`src/rtl/core/vt_pkg.sv`:
```
`timescale 1ns / 1ps
// ---------------------------------------------------------------------------
// vt_pkg: shared types and constants for the vertex transform engine
// Word format, matrix layout and lane interface types.
// ---------------------------------------------------------------------------
package vt_pkg;

  localparam int unsigned DataW    = 32;
  localparam int unsigned FracBits = 16;
  localparam int unsigned Dim      = 4;
  localparam int unsigned RowIdxW  = $clog2(Dim);

  // Exact product, product after the fraction shift, pair sum and full sum
  localparam int unsigned ProdW = 2 * DataW;
  localparam int unsigned ShW   = ProdW - FracBits;
  localparam int unsigned PairW = ShW + 1;
  localparam int unsigned SumW  = ShW + 2;

  typedef logic [DataW-1:0] word_t;
  typedef word_t [Dim-1:0]  vec_t;
  typedef vec_t  [Dim-1:0]  mat_t;

  typedef enum logic {
    REQ_LOAD      = 1'b0,
    REQ_TRANSFORM = 1'b1
  } req_type_e;

  // Stage enables driven by the pipeline control in the top level
  typedef struct packed {
    logic en_mul;
    logic en_add;
    logic en_sat;
  } lane_ctrl_t;

  typedef struct packed {
    word_t data;
    logic  sat;
  } lane_res_t;

  typedef lane_res_t [Dim-1:0] lane_res_vec_t;

endpackage

```
`src/rtl/core/vt_matrix.sv`:
```
`timescale 1ns / 1ps
// ---------------------------------------------------------------------------
// vt_matrix: transform matrix storage
// Holds the 4x4 matrix, resets it to the identity and writes one row per
// load request.
// ---------------------------------------------------------------------------
module vt_matrix (
  input  logic                     clk_i,
  input  logic                     rst_ni,
  input  logic                     wr_en_i,
  input  logic [vt_pkg::RowIdxW-1:0] wr_row_i,
  input  vt_pkg::vec_t             wr_data_i,
  output vt_pkg::mat_t             mat_o
);

  localparam vt_pkg::word_t One = vt_pkg::word_t'(1) << vt_pkg::FracBits;

  vt_pkg::mat_t mat_q;

  always_ff @(posedge clk_i or negedge rst_ni) begin
    if (!rst_ni) begin
      for (int r = 0; r < vt_pkg::Dim; r++) begin
        for (int c = 0; c < vt_pkg::Dim; c++) begin
          mat_q[r][c] <= (r == c) ? One : '0;
        end
      end
    end else if (wr_en_i) begin
      mat_q[wr_row_i] <= wr_data_i;
    end
  end

  assign mat_o = mat_q;

endmodule

```
`config.mk`:
```
export PLATFORM = sky130hd
export DESIGN_NAME = vt_matrix
export DESIGN_NICKNAME = d
export VERILOG_FILES = /design/src/rtl/core/vt_pkg.sv /design/src/rtl/core/vt_matrix.sv
export SDC_FILE = /design/constraint.sdc
export NUM_CORES = 1
export LEC_CHECK = 0
export BUFFER_PORTS_ARGS = -buffer_cell sky130_fd_sc_hd__buf_2
export CAP_MARGIN = 30
export CORE_AREA = 4 4 246 248
export DETAILED_ROUTE_END_ITERATION = 6
export DIE_AREA = 0 0 250 252
export PLACE_DENSITY = 0.53
export SLEW_MARGIN = 20
export SYNTH_ARGS = -nofsm -noshare
export SYNTH_HDL_FRONTEND = slang
export SYNTH_SLANG_ARGS = --single-unit
```
`constraint.sdc`:
```
create_clock -name clk_i -period 0.8 [get_ports clk_i]
set_input_delay 0.08 -clock clk_i [delete_from_list [all_inputs] [get_ports clk_i]]
set_output_delay 0.08 -clock clk_i [all_outputs]
set_load 0.05 [all_outputs]
```
==> out/qor.yml, run 1 <==
clocking:
  cts.sinks: 512
  cts_buffers: 56
  clk_pin_slew_ps: 60
  cts_buffer_depth: 3
  h-tree-depth: 2
  cts_root_buffer: "clkbuf_16"
  clock_latency_ps: 590
  cts_tree: "built"
worst_setup_path:
  start_kind: "flip-flop"
  max_stage_delay_ps: 550
  r2r_cells: 3
  cp_num_buf_inv: 1
  critPathCaptureType: "output pin"
  cp_num_cells: 1
  path_cells: "buf_8"
  cp_max_fo: 2
  arrival_ps: 1300
  setup.worst_path.end: "mat_o[176]"
  cp_top_family: "flip-flops"
  path_class: "reg2out"
  r2r_setup_slack_ps: -220
  crit_required_ps: 720
  r2r-end: "mat_o[26]"
  critPathSlowestCell: "dfstp_2"
  cp-startpoint: "mat_o[176]"
  rr_startpoint: "mat_o[26]"
layout:
  largest_register_ffs: 512
  drive_gt1_share_pct: 87.3
  syn_to_final_growth_pct: 75.6
  fin_nets: 2188
  utilization_pct: 57.2
  final_common_cell: "buf_6"
  fin_cells: 2876
  diodes: 0
  layout_common_cells: "531 x buf_6, 390 x dfrtp_2, 294 x mux2_4, 218 x mux2_2, 130 x dlygate4sd3_1"
synth:
  synth_nets: 1217
  synth_top_cell_area_share_pct: 66.8
  ys_seq_area_share_pct: 67.4
  yosys.area_share.simple_pct: 0.171
  synth_compound_area_share_pct: 0
  synth_fa_ha_area_share_pct: 0
  synth_mux_area_share_pct: 30.3
  synth_top_family_by_area: "multiplexers"
  synth.distinct_cells: 9
  ys_ff_latch: 512
  yosys.area.top_type: "dfrtp_1"
  postSynthCellCount: 1084
  syn_area_mm2: 0.0190
  postSynthAreaPerCell_um2: 17.6
  synth.yosys.warnings: 0
  synth_xor_area_share_pct: 0
  yosys-top-cells-area: "dfrtp_1 67%, mux2_2 30%, buf_4 1.1%, buf_6 0.59%, dfstp_2 0.55%"
sta:
  slew_headroom_pct: 77.0
  max_clock_freq_mhz: 723
  clock_skew_ps: 0
  setup_viol: 662
  worst_slew_pin_slew_ps: 345
  fin_crit_sh_pct: 173
  hold_violations: 0
  rsz0062_at_grt: "true"
  fin_ws_ps: -582
  finalCriticalPeriod_ps: 1380
  slew_violations: 0
detailed_routing:
  drc: 0
  postRouteAntennaNets: 0
  drtIter0Drc: 411
  vias: 13291
  via_per_inst: 4.62
  wire_per_inst_um: 23.8
  firstDrtPassIters: 4
  wl_um: 68300
run_status:
  failed_checks: "negative setup slack"
  status: "finished, violations left"
grt:
  grt_util_met1_pct: 24.0
  track_usage_pct: 20.1
  first_global_vias: 14677
  use_met3_pct: 5.82
  grt_busiest_layer: "met2"
  grtUsageMet2_pct: 35.0
  grt_max_degree: 43
  grt.overflow.total: 0
  antenna_found_initial: 0
  grt_pass1_wl_um: 97900
placement:
  gp_congestion: 0.826
  port_buffers: 644
  hpwlAfterDp_um: 47100
  dp_cells: 2551
die:
  dieArea_mm2: 0.0630
  die_h_um: 252
  placementRows: 89
  initial_core_util_pct: 32.5
  ios: 645
  core_area_mm2: 0.0585
  die_w_um: 250
power_and_ir_drop:
  peakVddDrop_mv: 2.20
  powerDensity_mw_per_mm2: 3150
  leakagePower_nw: 15.6
worst_hold_path:
  hold_path.class: "in2async"
job:
  cap_viol_max_count: 0
[power breakdown]
group | internal, mW | leakage [nW] | total, mW | switching (mW)
Sequential | 31.6 | 5.65 | 35.8 | 4.19
Clock | 16.2 | 0.953 | 26.9 | 10.7
Combinational | 17.6 | 9.03 | 42.4 | 24.8
Total | 65.5 | 15.6 | 105 | 39.6
[metal layers]
| metal | wire [um] | share of wire, % | vias up |
|---|---|---|---|
| met5 | 0 | 0 | - |
| met4 | 2510 | 3.7 | 0 |
| met3 | 4480 | 6.6 | 128 |
| met2 | 34800 | 51 | 454 |
| met1 | 26600 | 39 | 6937 |
| li1 | - | - | 5772 |
[final cells by class]
| type | count | area (um^2) |
|---|---|---|
| Multi-Input combinational cell | 516 | 6920 |
| Timing Repair Buffer | 969 | 10300 |
| Tap cell | 773 | 967 |
| Clock inverter | 17 | 228 |
| Clock buffer | 89 | 1710 |
| Sequential cell | 512 | 13300 |
| Fill cell | 4494 | 25100 |
[cells in the mapped netlist]
master and instances:
mux2_2 512, dfrtp_1 508, buf_4 28, buf_2 18, buf_6 10, dfstp_2 4
nand3b_1 2, nand3_1 1, nor3b_2 1
[per-stage QoR]
step | hold WS, ps | TNS (ps) | setup slack [ps] | cell area, um^2 | power (mW)
2_1_floorplan | -216 | -88200 | -263 | 20400 | 58.0
3_3_place_gp | -88.6 | -269460 | -608 | 25200 | 67.4
3_5_place_dp | -89.7 | -267680 | -616 | 25200 | 67.7
4_1_cts | 49.8 | -256480 | -642 | 32000 | 104
5_1_grt | 57.9 | -264670 | -633 | 33400 | 109
6_report | 75.1 | -236850 | -582 | 33400 | 105
[kinds of logic after synthesis]
group,after synthesis
flip-flops,512
multiplexers,512
buffers and inverters,56
AND/OR/NAND/NOR,4
[how the worst min path moves through the flow]
| stage | endpoint | slack (ps) | depth (start not counted) |
|---|---|---|---|
| 2_1_floorplan | mat_o[0] | -220 | 0 |
| 3_3_place_gp | mat_o[266] | -90 | 1 |
| 3_5_place_dp | mat_o[10] | -90 | 1 |
| 4_1_cts | mat_o[132] | 50 | 3 |
| 5_1_grt | mat_o[389] | 60 | 3 |
| 6_report | mat_o[389] | 80 | 3 |
[timing repair]
action | CTS | global route
setup buffers | 40 | 46
gates cloned | 0 | 9
hold buffers | 130 | 1
endpoints found under the hold margin | 1024 | 6
gates resized for setup | 1044 | 242
setup endpoints to repair | 518 | 754
(Power assumes the default switching activity.)
==> run 2: changes to the inputs <==
Settings changed: ABC_CLOCK_PERIOD_IN_PS set to 1380.
Clock period 0.8 ns to 1.38 ns, I/O delays scaled along.
==> run 2 against run 1 <==
Effect of this change:
- the run still ends with negative setup slack left
- sequential share of layout area rose by 5.2 points
- wire length fell by 12%
- register-to-register slack improved by 760 ps
- non-clock buffer count fell by 95
- total power fell by 48%
- via count fell by 4.7%
- highest routed layer unchanged
==> out/qor.yml, run 2 (synthesis gave the netlist of run 1 again) <==
worst_setup_path:
  cp_top_family: "flip-flops"  # unchanged
  start_kind: "flip-flop"  # unchanged
  critPathSlowestCell: "dfstp_2"  # unchanged
  crit_required_ps: 1240  # was 720 ps
  critPathCaptureType: "output pin"  # unchanged
  max_stage_delay_ps: 550  # about the same
  cp_num_buf_inv: 1  # unchanged
  arrival_ps: 1290  # was 1300 ps
  cp_max_fo: 2  # unchanged
  path_class: "reg2out"  # unchanged
  path_cells: "buf_8"  # unchanged
power_and_ir_drop:
  leakagePower_nw: 13.3  # was 15.6 nW
  switching_share_pct: 39.2  # was 37.7%
  pwr-share-clk_pct: 27.1  # was 25.6%
  peakVddDrop_mv: 1.43  # was 2.20 mV
  pwr-share-seq_pct: 35.9  # was 34.1%
  powerDensity_mw_per_mm2: 1920  # was 3150 mW/mm^2
  p_sw_mw: 21.4  # was 39.6 mW
  p_int_mw: 33.2  # was 65.5 mW
  comb_power_share_pct: 36.9  # was 40.4%
die:
  dieArea_mm2: 0.0630  # unchanged
  core_area_mm2: 0.0585  # unchanged
  initial_core_util_pct: 32.5  # unchanged
  placementRows: 89  # unchanged
  die_h_um: 252  # unchanged
  die_w_um: 250  # unchanged
  ios: 645  # unchanged
grt:
  first_global_vias: 13629  # was 14,677
  antenna_found_initial: 1  # was 0
  track_usage_pct: 18.1  # was 20.1%
  grtUsageMet2_pct: 31.5  # was 35.0%
  grt_max_degree: 40  # was 43
  grt.overflow.total: 0  # unchanged
  grt_pass1_wl_um: 88500  # was 97,900 um
  use_met3_pct: 4.63  # was 5.82%
  grt_util_met1_pct: 22.0  # was 24.0%
  grt_busiest_layer: "met2"  # unchanged
sta:
  fin_crit_sh_pct: 104
  rsz0062_at_grt: "true"  # unchanged
  fin_ws_ps: -50.9  # was -582 ps
  finalCriticalPeriod_ps: 1430
  slew_violations: 0  # unchanged
  clock_skew_ps: 0  # unchanged
  worst_slew_pin_slew_ps: 361  # was 345 ps
  setup_viol: 4  # was 662
  slew_headroom_pct: 75.9  # was 77.0%
  max_clock_freq_mhz: 699
  hold_violations: 0  # unchanged
layout:
  final_common_cell: "mux2_2"  # was buf_6
  design_area_mm2: 0.0285  # was 0.0334 mm^2
  fillCellCount: 5095  # was 4,494
  fin_nets: 2092  # was 2,188
  utilization_pct: 48.7  # was 57.2%
  fin_cells: 2776  # was 2,876
  drive_gt1_share_pct: 67.9  # was 87.3%
  layout_common_cells: "512 x mux2_2, 503 x dfrtp_1, 441 x buf_4, 167 x buf_2, 130 x dlygate4sd3_1"  # was 531 x buf_6, 390 x dfrtp_2, 294 x mux2_4, 218 x mux2_2, 130 x dlygate4sd3_1
  syn_to_final_growth_pct: 49.6  # was 75.6%
  largest_register_ffs: 512  # unchanged
placement:
  port_buffers: 644  # unchanged
  placed_area_mm2: 0.0239  # was 0.0252 mm^2
  gp_congestion: 0.815  # was 0.826
  hpwlAfterDp_um: 44900  # was 47,100 um
  dp_cells: 2544  # was 2,551
detailed_routing:
  drtIter0Drc: 463  # was 411
  wire_per_inst_um: 21.6  # was 23.8 um
  drc: 0  # unchanged
  postRouteAntennaNets: 0  # unchanged
  vias: 12660  # was 13,291
  firstDrtPassIters: 4  # unchanged
  via_per_inst: 4.56  # was 4.62
  wl_um: 59800  # was 68,300 um
clocking:
  cts_buffer_depth: 3  # unchanged
  cts_tree: "built"  # unchanged
  cts_buffers: 55  # was 56
  h-tree-depth: 2  # unchanged
  clock_latency_ps: 570  # was 590 ps
  clk_pin_slew_ps: 60  # about the same
  cts.sinks: 512  # unchanged
  cts_root_buffer: "clkbuf_16"  # unchanged
run_status:
  failed_checks: "negative setup slack"  # unchanged
  status: "finished, violations left"  # unchanged
job:
  cap_viol_max_count: 0  # unchanged
worst_hold_path:
  hold_path.class: "in2reg"  # was in2async
-- run 2: cell count changes in the layout (fill, tap and decap cells not counted), sizes merged --
cell,delta
clkinv,+5
inv,+1
bufinv,-2
clkbuf,+56
diode,+1
buf,-161
-- run 2: path summary, 6_finish.rpt --
| kind | depth (start not counted) | slack, ps | from | to |
|---|---|---|---|---|
| max in group asynchronous | 5 | 80 | rst_ni | mat_o[395] |
| hold / removal | 4 | 230 | wr_row_i[1] | mat_o[10] |
| min in group asynchronous | 3 | 550 | rst_ni | mat_o[501] |
| hold reg to reg | 1 | 500 | mat_o[445] | mat_o[445] |
| setup reg to reg | 1 | 540 | mat_o[276] | mat_o[276] |
| setup / recovery | 1 | -50 | mat_o[16] | mat_o[16] |
-- run 2: layout make-up --
class	instances	area (um^2)	share of cell area [%]
Tap cell	773	967	3.40
Timing Repair Buffer	874	7010	24.6
Sequential cell	512	12800	45.0
Antenna cell	1	2.50	0.00879
Multi-Input combinational cell	516	5820	20.4
Clock buffer	79	1660	5.83
Clock inverter	21	190	0.668
-- run 2: per-stage QoR --
| step | power, mW | hold WS [ps] | setup slack [ps] | setup TNS (ps) |
|---|---|---|---|---|
| after global placement | 37.8 | -2.86 | -74.4 | -14670 |
| after detailed placement | 38.0 | 1.14 | -102 | -19000 |
| final | 54.6 | 227 | -50.9 | -138 |
| after global routing | 56.7 | 203 | -117 | -467 |
| after floorplan | 32.5 | -158 | 248 | 0 |
| after CTS | 55.0 | 177 | -104 | -391 |
-- run 2: timing repair --
item | CTS | global route
hold buffers | 130 | 0
endpoints found under the setup margin | 402 | 164
pin swaps | 0 | 0
gates cloned | 0 | 1
hold endpoints to repair | 1010 | 0
gates resized for setup | 432 | 94
setup buffers | 0 | 0
-- run 2: power groups by stage --
stage                     logic (mW)  registers [mW]  clock network (mW)
after floorplan                 2.85            29.6                   0
after detailed placement        18.4            19.7                   0
after global routing            20.9            19.9                15.9
final                           20.2            19.6                14.8
after global placement          18.3            19.6                   0
after CTS                       20.1            19.6                15.3
-- run 2: per-layer routing --
layer	routed length, um	vias up
met5	0	-
met4	1870	0
met1	23400	6555
li1	-	5626
met2	30800	377
met3	3750	102
